==> src/rtl/core/hhbw_pkg.sv <==
package hhbw_pkg;

    typedef struct packed {
        logic [8:0] x_start;
        logic [8:0] x_end;
        logic [7:0] row;
        logic [7:0] fill_mode;
    } t_span;

    typedef struct packed {
        logic [15:0] byte_address;
        logic [7:0]  bit_mask;
        logic [7:0]  mode_out;
        logic        last_write;
    } t_write;

    typedef enum logic [1:0] {
        COL_LO,
        COL_CUR,
        COL_HI
    } t_col_sel;

    typedef enum logic [1:0] {
        MASK_FULL,
        MASK_FIRST,
        MASK_LAST,
        MASK_BOTH
    } t_mask_sel;

    // Commands from the sequencer to the datapath.
    typedef struct packed {
        logic      load;
        logic      c_init;
        logic      c_inc;
        logic      sel_odd;
        t_col_sel  col;
        t_mask_sel mask;
        logic      last;
    } t_dp_cmd;

    // Span status from the datapath to the sequencer.
    typedef struct packed {
        logic single;
        logic a_odd;
        logic b_odd;
        logic same_col;
        logic inner_first;
        logic inner_more;
    } t_dp_stat;

    localparam int unsigned APB_AW = 3;

    localparam logic REG_EVEN_PAGE = 1'b0;
    localparam logic REG_ODD_PAGE  = 1'b1;

    localparam logic [7:0] EVEN_PAGE_RST = 8'd64;
    localparam logic [7:0] ODD_PAGE_RST  = 8'd96;

endpackage

==> src/rtl/core/hhbw_dp.sv <==
module hhbw_dp
    import hhbw_pkg::*;
(
    input  logic     i_clk,
    input  t_span    i_span,
    input  t_dp_cmd  i_cmd,
    input  logic [7:0] i_even_page,
    input  logic [7:0] i_odd_page,
    output t_dp_stat o_stat,
    output t_write   o_write
);

    logic [8:0] r_lo;
    logic [8:0] r_hi;
    logic [7:0] r_row;
    logic [7:0] r_mode;
    logic [4:0] r_col;

    logic [4:0] col_lo;
    logic [4:0] col_hi;
    logic [4:0] col;
    logic [7:0] page;
    logic [7:0] mask_first;
    logic [7:0] mask_last;
    logic [7:0] mask;

    always_ff @(posedge i_clk) begin
        if (i_cmd.load) begin
            if (i_span.x_start > i_span.x_end) begin
                r_lo <= i_span.x_end;
                r_hi <= i_span.x_start;
            end else begin
                r_lo <= i_span.x_start;
                r_hi <= i_span.x_end;
            end
            r_row  <= i_span.row;
            r_mode <= i_span.fill_mode;
        end
        if (i_cmd.c_init) begin
            r_col <= r_lo[8:4] + 5'd1;
        end else if (i_cmd.c_inc) begin
            r_col <= r_col + 5'd1;
        end
    end

    assign col_lo = r_lo[8:4];
    assign col_hi = r_hi[8:4];

    assign o_stat.single      = (r_lo[8:3] == r_hi[8:3]);
    assign o_stat.a_odd       = r_lo[3];
    assign o_stat.b_odd       = r_hi[3];
    assign o_stat.same_col    = (col_lo == col_hi);
    assign o_stat.inner_first = (({1'b0, col_lo} + 6'd1) < {1'b0, col_hi});
    assign o_stat.inner_more  = (({1'b0, r_col} + 6'd1) < {1'b0, col_hi});

    assign mask_first = 8'hff >> r_lo[2:0];
    assign mask_last  = 8'hff << (3'd7 - r_hi[2:0]);

    always_comb begin
        case (i_cmd.col)
            COL_LO:  col = col_lo;
            COL_CUR: col = r_col;
            COL_HI:  col = col_hi;
            default: col = col_lo;
        endcase
        case (i_cmd.mask)
            MASK_FULL:  mask = 8'hff;
            MASK_FIRST: mask = mask_first;
            MASK_LAST:  mask = mask_last;
            MASK_BOTH:  mask = mask_first & mask_last;
            default:    mask = 8'hff;
        endcase
    end

    assign page = i_cmd.sel_odd ? i_odd_page : i_even_page;

    // The bank bits land at 4..3 and the line bits at 2..0 of the high byte;
    // the character row sits above the 5-bit column in the low byte.
    assign o_write.byte_address = {page | {3'b000, r_row[7:6], r_row[2:0]}, r_row[5:3], col};
    assign o_write.bit_mask     = mask;
    assign o_write.mode_out     = r_mode;
    assign o_write.last_write   = i_cmd.last;

endmodule

==> src/rtl/core/hhbw_ctrl.sv <==
module hhbw_ctrl
    import hhbw_pkg::*;
(
    input  logic     i_clk,
    input  logic     i_rst_n,
    input  logic     i_in_valid,
    input  logic     i_out_stall,
    input  t_dp_stat i_stat,
    output logic     o_in_stall,
    output logic     o_out_valid,
    output t_dp_cmd  o_cmd
);

    typedef enum logic [3:0] {
        S_IDLE,
        S_SETUP,
        S_SINGLE,
        S_F0,
        S_F1,
        S_IE,
        S_IO,
        S_L0,
        S_L1
    } t_state;

    t_state r_state;
    t_state n_state;
    t_state last_col_state;
    logic   r_valid;
    logic   r_busy;
    logic   n_valid;
    logic   adv;

    assign adv = r_valid & ~i_out_stall;

    // The final column opens with a full even byte only when the span ends
    // in an odd byte and began in an earlier column.
    assign last_col_state = (i_stat.b_odd && !i_stat.same_col) ? S_L0 : S_L1;

    always_comb begin
        n_state = r_state;
        o_cmd   = '0;
        case (r_state)
            S_IDLE: begin
                if (i_in_valid) begin
                    o_cmd.load = 1'b1;
                    n_state    = S_SETUP;
                end
            end
            S_SETUP: begin
                if (i_stat.single) begin
                    n_state = S_SINGLE;
                end else if (!i_stat.a_odd && !i_stat.same_col) begin
                    n_state = S_F0;
                end else begin
                    n_state = S_F1;
                end
            end
            S_SINGLE: begin
                o_cmd.sel_odd = i_stat.a_odd;
                o_cmd.col     = COL_LO;
                o_cmd.mask    = MASK_BOTH;
                o_cmd.last    = 1'b1;
                if (adv) begin
                    n_state = S_IDLE;
                end
            end
            S_F0: begin
                o_cmd.sel_odd = 1'b1;
                o_cmd.col     = COL_LO;
                o_cmd.mask    = MASK_FULL;
                if (adv) begin
                    n_state = S_F1;
                end
            end
            S_F1: begin
                o_cmd.sel_odd = i_stat.a_odd;
                o_cmd.col     = COL_LO;
                o_cmd.mask    = MASK_FIRST;
                if (adv) begin
                    if (i_stat.inner_first) begin
                        o_cmd.c_init = 1'b1;
                        n_state      = S_IE;
                    end else begin
                        n_state = last_col_state;
                    end
                end
            end
            S_IE: begin
                o_cmd.sel_odd = 1'b0;
                o_cmd.col     = COL_CUR;
                o_cmd.mask    = MASK_FULL;
                if (adv) begin
                    n_state = S_IO;
                end
            end
            S_IO: begin
                o_cmd.sel_odd = 1'b1;
                o_cmd.col     = COL_CUR;
                o_cmd.mask    = MASK_FULL;
                if (adv) begin
                    if (i_stat.inner_more) begin
                        o_cmd.c_inc = 1'b1;
                        n_state     = S_IE;
                    end else begin
                        n_state = last_col_state;
                    end
                end
            end
            S_L0: begin
                o_cmd.sel_odd = 1'b0;
                o_cmd.col     = COL_HI;
                o_cmd.mask    = MASK_FULL;
                if (adv) begin
                    n_state = S_L1;
                end
            end
            S_L1: begin
                o_cmd.sel_odd = i_stat.b_odd;
                o_cmd.col     = COL_HI;
                o_cmd.mask    = MASK_LAST;
                o_cmd.last    = 1'b1;
                if (adv) begin
                    n_state = S_IDLE;
                end
            end
            default: begin
                n_state = S_IDLE;
            end
        endcase
    end

    assign n_valid = (n_state != S_IDLE) && (n_state != S_SETUP);

    always_ff @(posedge i_clk) begin
        if (!i_rst_n) begin
            r_state <= S_IDLE;
            r_valid <= 1'b0;
            r_busy  <= 1'b0;
        end else begin
            r_state <= n_state;
            r_valid <= n_valid;
            r_busy  <= (n_state != S_IDLE);
        end
    end

    assign o_in_stall  = r_busy;
    assign o_out_valid = r_valid;

endmodule

==> src/rtl/core/hires_hline_byte_writes.sv <==
// Horizontal span fill for a 512-pixel interleaved hi-res screen. Each accepted
// span transaction (two x ends in either order, a row and a fill mode) yields
// one to 64 masked byte write transactions, in order, the last one flagged by
// last_write. The block accepts a span and decodes its ends, then issues one
// write per cycle while the output side does not stall, from a single sequencer
// and output mux. The input stalls until the last write of the span has been
// taken. The even and odd screen pages are APB registers at byte addresses 0
// and 4 (reset 64 and 96) and should be written only while no span is in
// flight.
module hires_hline_byte_writes
    import hhbw_pkg::*;
(
    input  logic              i_clk,
    input  logic              i_rst_n,
    input  logic              i_in_valid,
    output logic              o_in_stall,
    input  t_span             i_in,
    output logic              o_out_valid,
    input  logic              i_out_stall,
    output t_write            o_out,
    input  logic              psel,
    input  logic              penable,
    input  logic              pwrite,
    input  logic [APB_AW-1:0] paddr,
    input  logic [31:0]       pwdata,
    output logic [31:0]       prdata,
    output logic              pready
);

    logic [7:0] r_even_page;
    logic [7:0] r_odd_page;
    logic       cfg_wr;
    logic       reg_sel;
    t_dp_cmd    cmd;
    t_dp_stat   stat;

    assign pready  = 1'b1;
    assign cfg_wr  = psel & penable & pwrite;
    assign reg_sel = paddr[2];

    always_ff @(posedge i_clk) begin
        if (!i_rst_n) begin
            r_even_page <= EVEN_PAGE_RST;
            r_odd_page  <= ODD_PAGE_RST;
        end else if (cfg_wr) begin
            case (reg_sel)
                REG_EVEN_PAGE: r_even_page <= pwdata[7:0];
                REG_ODD_PAGE:  r_odd_page  <= pwdata[7:0];
                default:       r_even_page <= r_even_page;
            endcase
        end
    end

    always_comb begin
        case (reg_sel)
            REG_EVEN_PAGE: prdata = {24'd0, r_even_page};
            REG_ODD_PAGE:  prdata = {24'd0, r_odd_page};
            default:       prdata = 32'd0;
        endcase
    end

    hhbw_ctrl u_ctrl (
        .i_clk       (i_clk),
        .i_rst_n     (i_rst_n),
        .i_in_valid  (i_in_valid),
        .i_out_stall (i_out_stall),
        .i_stat      (stat),
        .o_in_stall  (o_in_stall),
        .o_out_valid (o_out_valid),
        .o_cmd       (cmd)
    );

    hhbw_dp u_dp (
        .i_clk       (i_clk),
        .i_span      (i_in),
        .i_cmd       (cmd),
        .i_even_page (r_even_page),
        .i_odd_page  (r_odd_page),
        .o_stat      (stat),
        .o_write     (o_out)
    );

    // No write is offered while the block is free to take a new span.
    a_idle_no_out: assert property (@(posedge i_clk) disable iff (!i_rst_n)
        !o_in_stall |-> !o_out_valid)
        else $error("write offered while block is idle");

    // A newly accepted span is decoded in the setup state before its first write is offered.
    a_setup_cycle: assert property (@(posedge i_clk) disable iff (!i_rst_n)
        (i_in_valid && !o_in_stall) |=> (o_in_stall && !o_out_valid))
        else $error("no decode cycle after span accepted");

    // Taking the flagged last write ends the span.
    a_last_ends: assert property (@(posedge i_clk) disable iff (!i_rst_n)
        (o_out_valid && !i_out_stall && o_out.last_write) |=> !o_out_valid)
        else $error("write offered after last write of span");

    // Every write covers at least one pixel.
    a_mask_nonzero: assert property (@(posedge i_clk) disable iff (!i_rst_n)
        o_out_valid |-> (o_out.bit_mask != 8'd0))
        else $error("empty bit mask");

endmodule

==> config.mk <==
export PLATFORM = sky130hd
export DESIGN_NAME = hires_hline_byte_writes
export DESIGN_NICKNAME = d
export VERILOG_FILES = /design/src/rtl/core/hhbw_pkg.sv /design/src/rtl/core/hhbw_dp.sv /design/src/rtl/core/hhbw_ctrl.sv /design/src/rtl/core/hires_hline_byte_writes.sv
export SDC_FILE = /design/constraint.sdc
export NUM_CORES = 1
export LEC_CHECK = 0
export BUFFER_PORTS_ARGS = -buffer_cell sky130_fd_sc_hd__buf_2
export CORE_MARGIN = 2
export CORE_UTILIZATION = 54
export CTS_CLUSTER_SIZE = 30
export DETAILED_ROUTE_END_ITERATION = 8
export GPL_ROUTABILITY_DRIVEN = 0
export PLACE_DENSITY_LB_ADDON = 0.08
export SKIP_CTS_REPAIR_TIMING = 1
export SYNTH_ARGS = -nofsm -noshare
export SYNTH_HDL_FRONTEND = slang
export SYNTH_SLANG_ARGS = --single-unit
export TNS_END_PERCENT = 10
==> constraint.sdc <==
create_clock -name i_clk -period 5.33 [get_ports i_clk]
set_clock_uncertainty 0.05 [all_clocks]
set_input_delay 0 -clock i_clk [delete_from_list [all_inputs] [get_ports i_clk]]
set_output_delay 0 -clock i_clk [all_outputs]
set_load 0.03 [all_outputs]
==> Word level (Yosys, flattened, before mapping) <==
Cells that the tools add are included.
{ "op_classes": {"n_addsub": 5, "magnitude_cmp": 3, "eq_ne": 16, "shift": 2, "n_mux": 31, "n_bitwise": 7, "reduce_logical": 12} }
{ "op_table": {"columns": ["operator", "n"], "rows": [
  ["$pmux W32 S2", 1],
  ["$mux W4", 11],
  ["$pmux W5 S7", 1],
  ["$pmux W4 S8", 1],
  ["$pmux W8 S4", 1],
  ["$mux W9", 2],
  ["$eq A4 B3 Y1 const B", 4],
  ["$add A5 B1 Y6 const B", 2],
  ["$lt A6 B5 Y1", 2],
  ["$add A5 B1 Y5 const B", 2],
  ["$mux W5", 2],
  ["$pmux W5 S2", 1],
  ["$gt A9 B9 Y1", 1],
  ["$mux W1", 9],
  ["$and A8 B8 Y8", 1],
  ["$eq A4 B2 Y1 const B", 2],
  ["$mux W8", 1],
  ["$or A8 B5 Y8", 1],
  ["$shl A8 B3 Y8 const A", 1],
  ["$shr A8 B3 Y8 const A", 1],
  ["$eq A2 B2 Y1 const B", 3],
  ["$eq A6 B6 Y1", 1],
  ["$eq A5 B5 Y1", 1],
  ["$eq A2 B1 Y1 const B", 2],
  ["other kinds (15)", 22]
]} }
{ "word_totals": {"ff_bits": 61, "inputBits": 76, "output_inout_bits": 68, "word_cells": 86} }

==> Depth between registers and ports, before layout <==
{ "logic_depth": {"depth_word": 9, "depth_mapped": 15, "mapped_depth_nobuf": 15} }

==> Cells and area by module <==
From an unflattened synthesis, not the netlist that was laid out.
{ "unflattened": {"hier_cells": 393, "hier_area_um2": 4103.9} }
{ "modules_own_cells": {"columns": ["mod", "n_inst", "cells_per_inst", "area_per_inst_um2", "seq_area_each_um2"], "rows": [
  ["hhbw_dp", 1, 217, 2563.7, 1171.1],
  ["hires_hline_byte_writes", 1, 100, 955.9, 320.3],
  ["hhbw_ctrl", 1, 76, 584.3, 120.1]
]} }

==> Worst setup path before layout <==
Ideal clock, no wire load.
{ "synth_timing": {"kind": "register to register", "from": "register u_dp.r_lo[4]", "to": "register u_dp.r_col[4] (data pin)", "setup_time_ns": 0.277, "t_arrival_ns": 2.971, "t_required_ns": 5.003, "path_slack_ns": 2.032, "stages_incl_launch_ff": 15, "n_path_buf": 0, "synth_period_minus_slack_ns": 3.298, "path_cell_list": "edfxtp_1 > ha_1 > nand3_1 > xnor2_1 > ha_1 > o211ai_1 > a21oi_1 > a2111oi_4 > nor4b_4 > mux2i_1 > inv_1 > ha_1 > nand3_1 > xor2_1 > o21ai_0"} }
{ "synth_between": {"elab_chain_len": 6, "elab_cells_between_ends": 7, "cone_classes": "add/sub (2); order compare (1); mux (4)"} }
{ "synth_rtl": {"columns": ["element", "line_no", "text"], "rows": [
  ["from (decl)", "hhbw_dp.sv:13", "logic [8:0] r_lo;"],
  ["from (signal assigned)", "hhbw_dp.sv:30", "r_lo <= i_span.x_end;"],
  ["from (signal assigned)", "hhbw_dp.sv:33", "r_lo <= i_span.x_start;"],
  ["$add A5 B1 Y6", "hhbw_dp.sv:53", "assign o_stat.inner_first = (({1'b0, col_lo} + 6'd1) < {1'b0, col_hi});"],
  ["$lt A6 B5 Y1", "hhbw_dp.sv:53", null],
  ["$mux W1", "hhbw_ctrl.sv:81", "if (i_stat.inner_first) begin"],
  ["$mux W1", "hhbw_ctrl.sv:80", "if (adv) begin"],
  ["$mux W1", "hhbw_ctrl.sv:43", "case (r_state)"],
  ["$mux W5 *", "hhbw_dp.sv:39", "if (i_cmd.c_init) begin"],
  ["to (signal assigned)", "hhbw_dp.sv:40", "r_col <= r_lo[8:4] + 5'd1;"],
  ["to (signal assigned)", "hhbw_dp.sv:42", "r_col <= r_col + 5'd1;"],
  ["to (decl)", "hhbw_dp.sv:17", "logic [4:0] r_col;"]
]} }
Mark *: on every way between the ends. The rest lies on a longest branch, timed or not.
A chain may end at the register's enable or synchronous reset.

==> Worst setup path after layout <==
{ "layout_timing": {"from": "register u_dp.r_lo[5]", "to": "register u_dp.r_col[4] (data pin)"} }
Same word-level chain as after synthesis.

==> results.cfg <==
[setup_path]
crit_type = register to register
path_max_fanout = 7
startpoint_type = register
end_kind = register
crit_arrival_ns = 3.79
crit_required_ns = 5.34

[cts]
cts_root_buf = clkbuf_8
cts.sinks = 61
clock_path_buffers = 2
path_clk_slew_ns = 0.07
cts_made_buffers = 9
h-tree-depth = 3
insertion_delay_ns = 0.34
cts_tree = done

[synthesis]
yosys.area.top_type = edfxtp_1
syn_area_per_cell_sq_um = 9.50
synth_edf_count = 39
synth_ff_type = edfxtp_1
synth.most_common_cell = nand2_1
yosys_warnings = 0
syn_area_sq_mm = 0.00400
ys_types = 57
syn_inst = 421
async_flop_share_pct = 0
synthTopCellsByArea = edfxtp_1 29%, dfxtp_1 11%, ha_1 7.5%, mux2_2 6.5%, buf_4 5.8%
ys_top_cells_by_count = 51 x nand2_1, 39 x edfxtp_1, 31 x buf_4
yosysTopAreaCellShare_pct = 29.3
ys_ff_latch = 61
synth_seq_area_share_pct = 40.3

[power]
p_leak_nw = 2.14
total_power_mw = 1.66
irDropWorstVdd_v = 0.000238
powerDensity_mw_per_mm2 = 327

[floorplanning]
die-area_sq_mm = 0.00811
core_sq_mm = 0.00721
initial_core_util_pct = 55.4
rows = 31
die_y_microns = 90.0
pin_count = 144
die_w_microns = 90.0

[drt]
post-route-drc-count = 0
firstDrtPassIters = 5
ant_nets = 0
wirelength_microns = 9590
via_per_inst = 5.30
drt-wirelength-per-cell_microns = 14.6
first_iter_violations = 196
routed-via-count = 3492

[timing]
slew_headroom_pct = 36.4
finalCritPeriodShare_pct = 70.9
worstMarginPinSlew_ns = 0.945
maxSlewViolCount = 0
finalSetupTns_ns = 0
fmaxAchievable_mhz = 265
setup-violations-final = 0
hold_viol = 0
min_period_ns = 3.78
rsz0062_at_grt = no

[run]
cap_violations = 0

[global_routing]
grt_max_degree = 36
grt_pass1_wl_microns = 14200
grtUsageTotal_pct = 21.5
grt_antenna_before_repair = 0
grt_pass1_vias = 3081
grt_remaining_overflow = 0

[cells_and_area]
diodes = 0
drive_gt1_share_pct = 25.0
fillers = 564
area_delta_synth_final_pct = 27.2
final_nets = 655

[min_path]
hp-class = input pin to register

[run_status]
outcome = complete, no violations

[placed_design]
port_buffers = 92
hpwlAfterDp_microns = 6390
==> placed cells by master (no fill, tap or decap), types with 3 or more instances in the layout <==
cell,n
dfxtp_1,22
nand3_1,17
nand2_1,51
xor2_1,9
a21boi_0,14
or3_1,3
mux2i_1,3
nor2_1,27
a22oi_1,5
a21oi_1,14
dlygate4sd3_1,54
a31oi_1,4
mux2_2,23
conb_1,25
nor3_1,8
xnor2_1,8
inv_1,28
buf_2,92
o21ai_0,17
nor2b_1,3
o21a_1,4
ha_1,24
clkbuf_8,9
nand2b_1,4
edfxtp_1,39
a211o_1,5
or2_2,3
==> metrics by stage <==
step | hold slack, ns | std cells | worst slack (ns) | utilization [%] | area (sq um)
6_report | 0.168 | 659 | 1.55 | 70.5 | 5080
5_1_grt | 0.207 | 659 | 1.26 | 70.5 | 5080
4_1_cts | -0.237 | 605 | 1.58 | 63.0 | 4540
3_5_place_dp | 0.128 | 589 | 1.61 | 60.7 | 4380
3_3_place_gp | 0.126 | 589 | 1.75 | 60.7 | 4380
2_1_floorplan | 0.0489 | 444 | 2.03 | - | 4080
==> final timing paths <==
path / startpoint / to / slack, ns / depth (start not counted)
worst max-delay path: u_dp.r_lo[5] / u_dp.r_col[4] / 1.55 / 14
worst min-delay path: penable / r_even_page[5] / 0.17 / 5
worst max register to register: u_dp.r_lo[5] / u_dp.r_col[4] / 1.55 / 14
worst min register to register: r_even_page[4] / r_even_page[4] / 0.42 / 2
==> worst max-delay path: stages, from the launching register on <==
cell and delay [ns]:
edfxtp_1 0.47, ha_1 0.23, nand3_1 0.10, xnor2_1 0.15, ha_1 0.34, o211ai_1 0.11
a21oi_1 0.09, a2111oi_4 0.40, nor4b_4 0.52, mux2i_1 0.33, inv_1 0.08, ha_1 0.25
nand3_1 0.11, xor2_1 0.16, o21ai_0 0.09
==> report_power, final <==
part           internal, mW  switching [mW]  total, mW
clock network         0.165           0.186      0.351
registers             0.594          0.0713      0.665
logic                 0.243           0.405      0.647
==> sequential cells by signal (all words and copies together), names as in the netlist, 4 cells and up <==
register	count
u_dp.r_row	8
r_odd_page	8
u_ctrl.r_state	4
r_even_page	8
u_dp.r_hi	9
u_dp.r_lo	9
u_dp.r_mode	8
u_dp.r_col	5
==> layer usage <==
metal  vias to the layer above  track usage [%]  wire length (microns)  part of all wire, %
li1                       1710                -                      -                    -
met1                      1628             28.5                   4100                   43
met2                       141             34.3                   4700                   49
met3                        13             6.29                    665                  6.9
met4                         0             6.15                    129                  1.3
met5                         -                0                      0                    0
==> final cells by class <==
type	count	area, sq um	share of cell area (%)
clock buffer	9	124	2.44
sequential	61	1610	31.7
inverter	28	105	2.07
clock inverter	7	42.5	0.837
timing repair buffer	148	1020	20.0
tap	99	124	2.44
multi-input combinational	307	2060	40.5
==> cell families after synthesis <==
logic type | Yosys count | share of synthesized area [%]
AND/OR/NAND/NOR | 133 | 16.0
AO/OA/AOI/OAI | 81 | 14.4
buffers and inverters | 76 | 10.3
flip-flops | 61 | 40.3
multiplexers | 27 | 7.61
adder cells (fa/ha/maj) | 24 | 7.51
XOR/XNOR | 17 | 3.72
other | 2 | 0.188
Power figures use the tool's default switching activity.
